[src/hdl/mbe_pkg.sv]
`default_nettype none
package mbe_pkg;

  // Number formats
  localparam int FRAC_BITS  = 26;
  localparam int COUNT_BITS = 16;
  localparam int MAX_DIM    = 4096;
  localparam int FIX_W      = 32;
  localparam int COORD_W    = 12;
  localparam int WIDTH_W    = 13;
  localparam int INDEX_W    = 24;
  localparam int CFG_IDX_W  = 3;

  // Offset product: unsigned pixel index times signed step
  localparam int PRE_W  = COORD_W + 1 + FIX_W;
  // Running z: offset product plus origin, and headroom for the update
  localparam int Z_W    = PRE_W + 1;
  // A z that has passed the magnitude test lies within [-2.0, 2.0]
  localparam int MUL_W  = FRAC_BITS + 3;
  localparam int PROD_W = 2 * MUL_W;
  localparam int IDX_PROD_W = COORD_W + WIDTH_W;

  // 2.0 in the z format, 4.0 in the squared format
  localparam logic signed [Z_W-1:0] TWO_FIX =
    {{(Z_W-FRAC_BITS-2){1'b0}}, 1'b1, {(FRAC_BITS+1){1'b0}}};
  localparam logic signed [PROD_W-1:0] FOUR_SQ =
    {{(PROD_W-2*FRAC_BITS-3){1'b0}}, 1'b1, {(2*FRAC_BITS+2){1'b0}}};
  localparam logic [WIDTH_W-1:0] MAX_WIDTH = WIDTH_W'(MAX_DIM);

  // Configuration register indexes
  typedef enum logic [CFG_IDX_W-1:0] {
    CFG_ORIGIN_RE = 3'd0,
    CFG_ORIGIN_IM = 3'd1,
    CFG_STEP_RE   = 3'd2,
    CFG_STEP_IM   = 3'd3,
    CFG_WIDTH     = 3'd4,
    CFG_MAX_ITER  = 3'd5
  } cfg_idx_t;

  // Controller to datapath
  typedef struct packed {
    logic start;    // take the input word
    logic setup;    // form offset and row products
    logic load_c;   // form c, seed z, clear count
    logic square;   // form z products
    logic update;   // step z and the count
    logic capture;  // load the output register
  } mbe_cmd_t;

  // Datapath to controller
  typedef struct packed {
    logic at_limit; // count has reached the limit
    logic big;      // a component of z exceeds 2.0
    logic outside;  // |z|^2 exceeds 4.0
  } mbe_sts_t;

endpackage
`default_nettype wire

[src/hdl/mbe_ctrl.sv]
`default_nettype none
module mbe_ctrl import mbe_pkg::*; (
  input  wire logic     clk,
  input  wire logic     rst_n,
  input  wire logic     in_valid,
  output logic          in_ready,
  output logic          out_valid,
  input  wire logic     out_ready,
  input  wire mbe_sts_t sts,
  output mbe_cmd_t      cmd
);

  typedef enum logic [5:0] {
    S_IDLE   = 6'b000001,
    S_SETUP  = 6'b000010,
    S_LOAD   = 6'b000100,
    S_SQUARE = 6'b001000,
    S_UPDATE = 6'b010000,
    S_FINISH = 6'b100000
  } state_t;

  state_t state_r, state_nxt;
  logic   out_valid_r, out_valid_nxt;
  logic   slot_free;

  assign in_ready  = (state_r == S_IDLE);
  assign out_valid = out_valid_r;
  assign slot_free = !out_valid_r || out_ready;

  // Issue commands
  always_comb begin
    cmd         = '0;
    cmd.start   = (state_r == S_IDLE) && in_valid;
    cmd.setup   = (state_r == S_SETUP);
    cmd.load_c  = (state_r == S_LOAD);
    cmd.square  = (state_r == S_SQUARE);
    cmd.update  = (state_r == S_UPDATE) && !sts.outside;
    cmd.capture = (state_r == S_FINISH) && slot_free;
  end

  // Sequence one pixel
  always_comb begin
    state_nxt = state_r;
    unique case (state_r)
      S_IDLE:   if (in_valid) state_nxt = S_SETUP;
      S_SETUP:  state_nxt = S_LOAD;
      S_LOAD:   state_nxt = S_SQUARE;
      S_SQUARE: begin
        if (sts.at_limit || sts.big) state_nxt = S_FINISH;
        else                         state_nxt = S_UPDATE;
      end
      S_UPDATE: begin
        if (sts.outside) state_nxt = S_FINISH;
        else             state_nxt = S_SQUARE;
      end
      S_FINISH: if (slot_free) state_nxt = S_IDLE;
      default:  state_nxt = S_IDLE;
    endcase
  end

  // Hold the result word until taken
  always_comb begin
    out_valid_nxt = out_valid_r;
    if (cmd.capture)    out_valid_nxt = 1'b1;
    else if (out_ready) out_valid_nxt = 1'b0;
  end

  always_ff @(posedge clk) begin
    if (!rst_n) begin
      state_r     <= S_IDLE;
      out_valid_r <= 1'b0;
    end else begin
      state_r     <= state_nxt;
      out_valid_r <= out_valid_nxt;
    end
  end

endmodule
`default_nettype wire

[config.mk]
export PLATFORM = sky130hd
export DESIGN_NAME = mbe_ctrl
export DESIGN_NICKNAME = d
export VERILOG_FILES = /design/src/hdl/mbe_pkg.sv /design/src/hdl/mbe_ctrl.sv
export SDC_FILE = /design/constraint.sdc
export NUM_CORES = 1
export LEC_CHECK = 0
export BUFFER_PORTS_ARGS = -buffer_cell sky130_fd_sc_hd__buf_2
export CAP_MARGIN = 40
export CORE_AREA = 2 2 39 41
export DETAILED_ROUTE_END_ITERATION = 8
export DIE_AREA = 0 0 41 43
export PLACE_DENSITY_LB_ADDON = 0.12
export SLEW_MARGIN = 40
export SYNTH_ARGS = -nofsm -noshare
export SYNTH_HDL_FRONTEND = slang
export SYNTH_SLANG_ARGS = --single-unit
[constraint.sdc]
create_clock -name clk -period 1.8 [get_ports clk]
set_clock_uncertainty 0.15 [all_clocks]
set_input_delay 0.45 -clock clk [delete_from_list [all_inputs] [get_ports clk]]
set_output_delay 0.45 -clock clk [all_outputs]
set_load 0.02 [all_outputs]
Word level (Yosys, flattened, before mapping)
Cells that the tools add are included.
{ "word_totals": {"register_bits": 7, "inputBits": 7, "out_inout_bits": 8, "word_cells": 26} }
{ "op_classes": {"eq_ne": 8, "n_mux": 7, "reduce_logical": 9} }
{ "op_table": {"columns": ["operator", "n"], "rows": [
  ["6-bit one-hot mux with 6 select lines", 1],
  ["6-bit two-way mux", 4],
  ["6-bit by 1-bit equality test with 1-bit output, second input constant", 1],
  ["6-bit by 2-bit equality test with 1-bit output, second input constant", 1],
  ["6-bit by 3-bit equality test with 1-bit output, second input constant", 1],
  ["6-bit by 4-bit equality test with 1-bit output, second input constant", 1],
  ["6-bit by 5-bit equality test with 1-bit output, second input constant", 1],
  ["6-bit equality test, second input constant", 1],
  ["2-bit inequality test, second input constant", 2],
  ["1-bit logical AND", 3],
  ["1-bit logical NOT", 2],
  ["1-bit logical OR", 2],
  ["1-bit two-way mux", 2],
  ["2-bit AND reduction", 1],
  ["2-bit nonzero test", 1]
]} }

Logic depth before layout (Yosys ltp)
Gate-level depths: netlist of run 1.
{ "logic_depth": {"depth_word": 4, "ltp_mapped": 5} }

Worst setup path before layout of run 1
No wires, ideal clock.
{ "synth_timing": {"path_type": "reg2out", "startpoint": "reg state_r[2]", "endpoint": "out cmd[5] in the netlist's numbering", "arrival_time_ps": 1263, "t_required_ps": 1200, "path_slack_ps": -63, "stages_incl_launch_ff": 5, "path_buffers": 1, "path_cell_list": "dfxtp_1 > buf_6 > nor4_4 > and3b_2 > and2_1"} }
{ "synth_rtl": {"columns": ["element", "line_no", "rtl"], "rows": [
  ["from (decl)", "mbe_ctrl.sv:22", "state_t state_r, state_nxt;"],
  ["from (signal assigned)", "mbe_ctrl.sv:73", "state_r <= state_nxt;"],
  ["to (decl)", "mbe_ctrl.sv:10", "output mbe_cmd_t cmd"]
]} }

==> results of run 1 <==
-- Yosys cell counts, types with 2 or more instances --
cell,n,area share
nor3b_1,3,0.052
nor3_1,2,0.023
nor2_1,6,0.052
nand2_1,3,0.026
nor2b_1,2,0.029
dfxtp_1,7,0.33
nor4b_2,2,0.070
nand2b_1,3,0.044
and3_1,2,0.029
-- cell families after synthesis --
logic type      share of synthesized area
simple gates                        0.484
compound gates                      0.125
flops                               0.327
buf+inv                            0.0437
xor+xnor                           0.0204
-- registers in the layout, indices dropped and copies added, names as in the netlist --
name	flops
out_valid	1
state_r	6
-- metal layers --
layer | vias up | routed length, um
li1 | 233 | -
met1 | 206 | 480
met2 | 10 | 546
met3 | 0 | 45
met4 | 0 | 0
met5 | - | 0
-- final cells by class --
| class | instances | share of cell area |
|---|---|---|
| sequential | 7 | 0.189 |
| timing repair buffer | 30 | 0.307 |
| tap | 16 | 0.0258 |
| clock buffer | 4 | 0.0339 |
| multi-input combinational | 38 | 0.444 |
-- critical path, delay by kind of cell (launching register included) --
kind                   cells  cell delay (ns)
buffers and inverters      1             0.13
flip-flops                 1             0.33
AND/OR/NAND/NOR            3             0.63
-- placed cells by master (no fill, tap or decap), types with 2 or more instances in the layout --
master	n
and3_1	2
buf_6	8
nor3_1	2
clkbuf_4	3
nor2b_1	2
buf_2	7
buf_4	15
nor2_4	4
dfxtp_1	2
nor2_1	2
dfxtp_2	5
nand2b_1	3
nor3b_4	2
-- path summary, 6_finish.rpt --
kind | to | cells after the start
worst max-delay path | cmd[5] | 4
worst min-delay path | state_r[1] | 2
worst max register to register | state_r[3] | 6
worst min register to register | out_valid | 2
-- repair_timing --
action                     in CTS  in global routing
setup buffers                   4                  5
resized for setup              25                 10
setup endpoints to repair       7                  7
pin swaps                       5                  7
-- power by group through the flow --
| stage | logic, mW | registers [mW] | clock network (mW) |
|---|---|---|---|
| finish | 0.141 | 0.168 | 0.141 |
| CTS | 0.118 | 0.167 | 0.149 |
| global placement | 0.0902 | 0.168 | 0 |
| floorplan | 0.0540 | 0.169 | 0 |
| detailed placement | 0.0895 | 0.168 | 0 |
| global route | 0.151 | 0.169 | 0.156 |
-- through the flow --
step                      utilization  TNS (ns)  total power [mW]  instances  hold WS [ns]
after floorplan                     -  -0.00169             0.223         47         0.373
after global placement          0.405   -0.0209             0.259         82         0.341
after detailed placement        0.405  -0.00884             0.258         82         0.341
after CTS                       0.502    -0.698             0.434         90         0.302
after global routing            0.560     -1.06             0.476         95         0.320
final                           0.560    -0.602             0.450         95         0.314
==> impl_metrics.yaml, run 1 <==
status:
  status: "finished with violations"
  violations: "setup timing"
floorplanning:
  initial_core_util: 0.310
  core.rowCount: 14
  io_pins: 15
  die_x_um: 41
  die_h_um: 43
  die-area_um2: 1760
  core_area_um2: 1380
power_and_ir_drop:
  p_leak_nw: 0.330
  power.density_nw_per_um2: 581
  pwr-share-comb: 0.314
  p_int_uw: 327
  seqPwrFrac: 0.374
  p_clk_frac: 0.312
  p_sw_uw: 123
  peakVddDrop_uv: 324
  swShare: 0.273
setup_path:
  r2r_slack_ns: 0.19
  critPathKind: "flop to output port"
  worstPathRequired_ns: 1.20
  reg2reg_from: "state_r[3]"
  crit_path_start: "state_r[3]"
  critPathMaxFanout: 2
  slowest_stage: "dfxtp_2"
  slowest_delay_ns: 0.33
  crit_chain: "nor4_4, and3b_2, and2_4, buf_4"
  end_kind: "output port"
  critical_path_arrival_ns: 1.35
  timing.critical_path.from_type: "flop"
global_route:
  gr-max-usage-layer: "met2"
  grt_pass1_vias: 403
  grt-ovfl-total: 0
  met3_usage: 0.0314
  grt_start_max_net_pins: 8
  grtUsageMet2: 0.209
  grtUsageTotal: 0.139
  grt_pass1_wl_mm: 1.64
  grt_antenna_before_repair: 0
  grt_use_met1: 0.171
clock_network:
  cts_buffers: 3
  clk_latency_ns: 0.25
  clkTransAtPathRegs_ns: 0.05
  clockBufferDepth: 2
  root_buffer: "clkbuf_4"
  cts_tree: "done"
  cts_max_level: 1
  cts.sinks: 7
  hold_buffers: 0
job:
  maxCapViolCount: 0
yosys:
  ys_ff_latch: 7
  yosysSeqAreaShare: 0.327
  synth-edff-count: 0
  async_flop_share: 0
  syn_avg_cell_area_um2: 9.13
  synthDistinctLibCells: 26
  ys_warn_count: 0
  netlist_area_um2: 429
  synth_ff_type: "dfxtp_1"
  synth.net_count: 54
  syn_inst: 47
timing:
  rsz0062_at_grt: "yes"
  post-route-period-util: 1.08
  setup_violations: 7
  max_clock_freq_ghz: 0.514
  slew_headroom: 0.817
  worst_pin_slew_ns: 0.272
  report.final.hold_viol_count: 0
  setup_ws_ns: -0.147
  drv_slew: 0
  post-route-min-period_ns: 1.95
route:
  vias: 449
  wl_per_cell_um: 11.3
  viasPerCell: 4.73
  drtIter0Drc: 7
  ant_nets: 0
  drc: 0
  wl_mm: 1.07
  dr.pass1.iters: 4
final_layout:
  regArea_um2: 146
  multiInputGateArea_um2: 344
  layout.nets: 87
  final_area_um2: 774
  layout-drive-gt1-share: 0.658
  diodes: 0
  area_growth_pct: 80.5
  n_fill_cell: 129
hold_path:
  min_path_type: "primary input to flop"
  min_from: "in_valid"
place:
  place_congestion: 0.644
  port_buffers: 14
  hpwl_um: 763
  dp_slack_ns: -0.00884
  postPlaceCellArea_um2: 561
Note: power is estimated with default switching activity, not from simulation.
==> inputs of run 2 (changes only) <==
--- a/config.mk
+++ b/config.mk
@@ -5,6 +5,7 @@
 export SDC_FILE = /design/constraint.sdc
 export NUM_CORES = 1
 export LEC_CHECK = 0
+export ABC_AREA = 1
 export BUFFER_PORTS_ARGS = -buffer_cell sky130_fd_sc_hd__buf_2
 export CAP_MARGIN = 40
 export CORE_AREA = 2 2 39 41
==> run 2 against run 1 <==
  * The run now ends clean
  * Critical path depth grew 1
  * Clock-buffer cell count did not move
  * Final cell count up 7.4%
  * Combinational power fell by 30%
  * Total power shrank 8.3%
  * Largest cell class unchanged
==> impl_metrics.yaml, run 2 <==
status:
  status: "complete, no violations"
route:
  vias: 449
  drc: 0
  viasPerCell: 4.40
  wl_per_cell_um: 9.68
  ant_nets: 0
  dr.pass1.iters: 3
  drtIter0Drc: 8
  wl_um: 987
final_layout:
  layout-drive-gt1-share: 0.570
  layout.nets: 94
  top_register: "state_r"
  largest_reg_flops: 6
  most-common-layout-cells: "11 x inv_1, 11 x nor2_1, 11 x buf_4"
  area_growth_pct: 52.9
  diodes: 0
setup_path:
  critical_path_arrival_ns: 1.18
  critical_path.top_delay_family: "flip-flops"
  end_kind: "output port"
  worstPathRequired_ns: 1.20
  crit_buf_inv: 2
  critPathMaxFanout: 3
  slowest_stage: "dfxtp_2"
  crit_chain: "inv_1, nor2_2, nand3_2, nor2_4, buf_6"
  critPathKind: "flop to output port"
  timing.critical_path.from_type: "flop"
  slowest_delay_ns: 0.37
yosys:
  ys_ff_latch: 7
  synth_ff_type: "dfxtp_1"
  yosysTopAreaCellShare: 0.336
  async_flop_share: 0
  ys_warn_count: 0
  yosys.cell_count.top_type: "nor2_1"
  synth_common_cells: "13 x nor2_1, 11 x inv_1, 7 x dfxtp_1, 6 x nand2_1, 6 x nor2_2"
  netlist_area_um2: 417
  synth.net_count: 69
  syn_avg_cell_area_um2: 6.72
  syn_inst: 62
  synth_top_area_cell: "dfxtp_1"
  synth.area.top_cells: "dfxtp_1 34%, nor2_1 12%, inv_1 9.9%"
  synth-edff-count: 0
  synthDistinctLibCells: 15
  yosysSeqAreaShare: 0.336
timing:
  final.setup.tns_ns: 0
  slew_headroom: 0.849
  report.final.hold_viol_count: 0
  setup_violations: 0
  max_clock_freq_ghz: 0.563
  post-route-min-period_ns: 1.78
  post-route-period-util: 0.986
  rsz0062_at_grt: "yes"
  drv_slew: 0
  setup_ws_ns: 0.0243
  worst_pin_slew_ns: 0.226
clock_network:
  cts_max_level: 1
  cts.sinks: 7
  clkTransAtPathRegs_ns: 0.06
  cts_buffers: 3
  clockBufferDepth: 2
  clk_latency_ns: 0.25
  cts_tree: "done"
  root_buffer: "clkbuf_4"
floorplanning:
  initial_core_util: 0.301
  core.rowCount: 14
  die_h_um: 43
  die-area_um2: 1760
  die_x_um: 41
  io_pins: 15
  core_area_um2: 1380
power_and_ir_drop:
  p_int_uw: 291
  p_sw_uw: 121
  seqPwrFrac: 0.410
  p_clk_frac: 0.351
  swShare: 0.294
  power.density_nw_per_um2: 648
  peakVddDrop_uv: 409
  p_leak_nw: 0.311
  pwr-share-comb: 0.239
global_route:
  grtUsageMet2: 0.159
  grt_use_met1: 0.135
  grt_pass1_vias: 349
  grtUsageTotal: 0.121
  gr-max-usage-layer: "met2"
  grt_pass1_wl_mm: 1.34
  met3_usage: 0.0942
  grt-ovfl-total: 0
  grt_start_max_net_pins: 7
  grt_antenna_before_repair: 0
place:
  dp_slack_ns: 0.265
  hpwl_um: 665
  port_buffers: 14
  place_congestion: 0.735
job:
  maxCapViolCount: 0
hold_path:
  min_path_type: "primary input to flop"
[run 2: changes by cell type after synthesis, moves of 3 or more]
cell / change
nand2_1: +3
nor2_1: +7
nand2b_1: -3
nand3_2: +3
nor3b_1: -3
inv_1: +11
nand3_1: +3
nor2_2: +6
[run 2: what timing repair did]
item                       in CTS  in global routing
setup endpoints to repair       3                  7
buffers inserted                1                  6
hold buffers                    0                  0
resized for setup               3                 17
pin swaps                       1                  5
[run 2: path summary, 6_finish.rpt]
kind / from / endpoint / slack [ns] / cells after the start
setup reg to reg: state_r[4] / state_r[0] / 0.49 / 8
hold reg to reg: state_r[3] / state_r[2] / 0.42 / 3
setup / recovery: state_r[4] / cmd[1] / 0.02 / 5
hold / removal: rst_n / state_r[5] / 0.25 / 3
[run 2: through the flow]
stage / instance area [um2] / hold slack (ns) / util / std cells / power, mW
final: 637 / 0.250 / 0.460 / 102 / 0.413
after global routing: 637 / 0.252 / 0.460 / 102 / 0.443
after CTS: 543 / 0.240 / 0.392 / 96 / 0.399
after detailed placement: 499 / 0.419 / 0.361 / 91 / 0.244
after global placement: 499 / 0.417 / 0.361 / 91 / 0.244
after floorplan: 417 / 0.398 / - / 62 / 0.222
[run 2: power by group through the flow]
stage | clock [mW] | combinational [mW] | sequential (mW)
after detailed placement | 0 | 0.0726 | 0.171
after global routing | 0.164 | 0.109 | 0.170
final | 0.145 | 0.0985 | 0.169
after floorplan | 0 | 0.0518 | 0.171
after global placement | 0 | 0.0729 | 0.171
after CTS | 0.154 | 0.0775 | 0.168
[run 2: logic make-up after synthesis]
kind of cell | count (synthesis) | share of synthesized area
AOI/OAI and AO/OA | 2 | 0.0240
buffers and inverters | 14 | 0.135
DFF | 7 | 0.336
and+or+nand+nor | 39 | 0.505
[run 2: per-layer routing]
metal	wire length (um)	vias up
met5	0	-
met4	0	0
met3	65	0
met2	505	11
met1	415	204
li1	-	234
[run 2: area by class of cell]
| type | instances | area, um2 |
|---|---|---|
| clock buffer | 4 | 26.3 |
| fill | 143 | 747 |
| inverter | 13 | 48.8 |
| multi-input combinational | 41 | 255 |
| sequential | 7 | 148 |
| tap | 16 | 20.0 |
| timing repair buffer | 21 | 139 |
[run 2: worst register-to-register path, delay by kind of cell (launching register included)]
| family | cells | cell delay (ns) |
|---|---|---|
| buffers and inverters | 2 | 0.22 |
| DFF | 1 | 0.37 |
| and+or+nand+nor | 6 | 0.45 |
==> inputs of run 3 (changes only) <==
--- a/config.mk
+++ b/config.mk
@@ -11,7 +11,7 @@
 export CORE_AREA = 2 2 39 41
 export DETAILED_ROUTE_END_ITERATION = 8
 export DIE_AREA = 0 0 41 43
-export PLACE_DENSITY_LB_ADDON = 0.12
+export PLACE_DENSITY_LB_ADDON = 0.05
 export SLEW_MARGIN = 40
 export SYNTH_ARGS = -nofsm -noshare
 export SYNTH_HDL_FRONTEND = slang
==> run 3 against run 2 <==
  * Worst setup slack lost 0.019 ns
  * Hold slack gained 0.016 ns
  * Global-route usage grew 1.3 points
  * Die area is the same
  * Largest cell class unchanged
==> impl_metrics.yaml, run 3 (synthesis gave the netlist of run 2 again) <==
status:
  status: "complete, no violations"
clock_network:
  cts.sinks: 7
  clockBufferDepth: 2
  cts_buffers: 3
  hold_buffers: 0
  root_buffer: "clkbuf_4"
  cts_max_level: 1
  clk_latency_ns: 0.25
  cts_tree: "done"
  clkTransAtPathRegs_ns: 0.06
place:
  place_congestion: 0.722
  postPlaceCellArea_um2: 499
  hpwl_um: 670
  port_buffers: 14
floorplanning:
  die-area_um2: 1760
  die_x_um: 41
  die_h_um: 43
  io_pins: 15
  initial_core_util: 0.301
  core_area_um2: 1380
  core.rowCount: 14
setup_path:
  crit_buf_inv: 1
  cp.depth: 4
  cpMostUsedCell: "nor2_4"
  end_kind: "output port"
  critPathMaxFanout: 6
  critical_path.top_delay_family: "simple AND/OR/NAND/NOR gates"
  slowest_stage: "dfxtp_2"
  slowest_delay_ns: 0.34
  critPathKind: "flop to output port"
  r2r_cells: 7
  r2r_slack_ns: 0.47
  crit_chain: "nor2_4, nand3_2, nor2_4, buf_6"
  worstPathRequired_ns: 1.20
  critical_path_arrival_ns: 1.19
  timing.critical_path.from_type: "flop"
global_route:
  grt_antenna_before_repair: 0
  grt_pass1_vias: 384
  gr-max-usage-layer: "met2"
  grtUsageTotal: 0.134
  grt_start_max_net_pins: 7
  grtUsageMet2: 0.184
  grt_pass1_wl_mm: 1.49
  grt-ovfl-total: 0
  met3_usage: 0.0471
  grt_use_met1: 0.152
final_layout:
  largest_reg_flops: 6
  final_area_um2: 639
  n_fill_cell: 139
  diodes: 0
  layout.nets: 94
  area_growth_pct: 53.5
  top_register: "state_r"
  layout-drive-gt1-share: 0.570
  most-common-layout-cells: "12 x buf_4, 11 x inv_1, 11 x nor2_1"
  regArea_um2: 148
  multiInputGateArea_um2: 255
  final_common_cell: "buf_4"
timing:
  report.final.hold_viol_count: 0
  holdWs_ns: 0.266
  worst_pin_slew_ns: 0.230
  post-route-period-util: 0.997
  rsz0062_at_grt: "yes"
  drv_slew: 0
  slew_headroom: 0.846
  max_clock_freq_ghz: 0.557
  post-route-min-period_ns: 1.79
  setup_violations: 0
job:
  maxCapViolCount: 0
route:
  dr.pass1.iters: 4
  wl_per_cell_um: 9.42
  drtIter0Drc: 12
  ant_nets: 0
  drc: 0
  viasPerCell: 4.18
  vias: 426
  wl_um: 961
power_and_ir_drop:
  pwr-share-comb: 0.242
  p_leak_nw: 0.311
  p_sw_uw: 121
  p_int_uw: 294
  swShare: 0.292
  p_clk_frac: 0.350
  peakVddDrop_uv: 327
  power.density_nw_per_um2: 649
  seqPwrFrac: 0.407
hold_path:
  min_path_type: "primary input to flop"
  whs_path_depth: 3
-- run 3: changes by cell type in the layout (fill, tap and decap cells not counted) --
cell   change
buf_2      -1
buf_4      +1
-- run 3: worst register-to-register path, stage by stage, from the launching register on --
cell     delay (ns)
dfxtp_2        0.34
nor2_4         0.22
nand3_2        0.14
buf_4          0.16
nand3_1        0.07
nor2_1         0.04
nand2_1        0.05
nand2_1        0.05
-- run 3: area by class of cell --
cell class,count,share of cell area
multi-input cells,41,0.399
well taps,16,0.0313
flip-flops and latches,7,0.231
inverters,13,0.0763
clock buffers,4,0.0411
repair buffers,21,0.221
-- run 3: timing repair --
action | in CTS | in global routing
setup buffers | 1 | 6
resized for setup | 1 | 20
pin swaps | 2 | 7
setup endpoints to repair | 3 | 7
-- run 3: layer usage --
layer | wire (um) | part of all wire
met1 | 455 | 0.47
met5 | 0 | 0
met4 | 15 | 0.016
met2 | 432 | 0.45
met3 | 57 | 0.059
-- run 3: power groups by stage --
| stage | registers [mW] | clock network, mW | logic [mW] |
|---|---|---|---|
| final | 0.169 | 0.145 | 0.101 |
| after global routing | 0.170 | 0.165 | 0.110 |
| after CTS | 0.168 | 0.152 | 0.0762 |
| after detailed placement | 0.171 | 0 | 0.0729 |
| after global placement | 0.171 | 0 | 0.0733 |
| after floorplan | 0.171 | 0 | 0.0518 |
-- run 3: final timing paths --
path | to | from
worst max-delay path | cmd[1] | state_r[2]
worst min-delay path | state_r[5] | rst_n
worst max register to register | state_r[0] | state_r[2]
worst min register to register | state_r[2] | state_r[3]
-- run 3: stage by stage --
step,power (mW),utilization,cells,worst slack [ns],TNS [ns]
3_5_place_dp,0.244,0.361,91,0.265,0
5_1_grt,0.446,0.462,102,-0.0577,-0.132
2_1_floorplan,0.222,-,62,0.272,0
3_3_place_gp,0.244,0.361,91,0.245,0
4_1_cts,0.396,0.387,96,-0.00771,-0.0147
6_report,0.415,0.462,102,0.00557,0
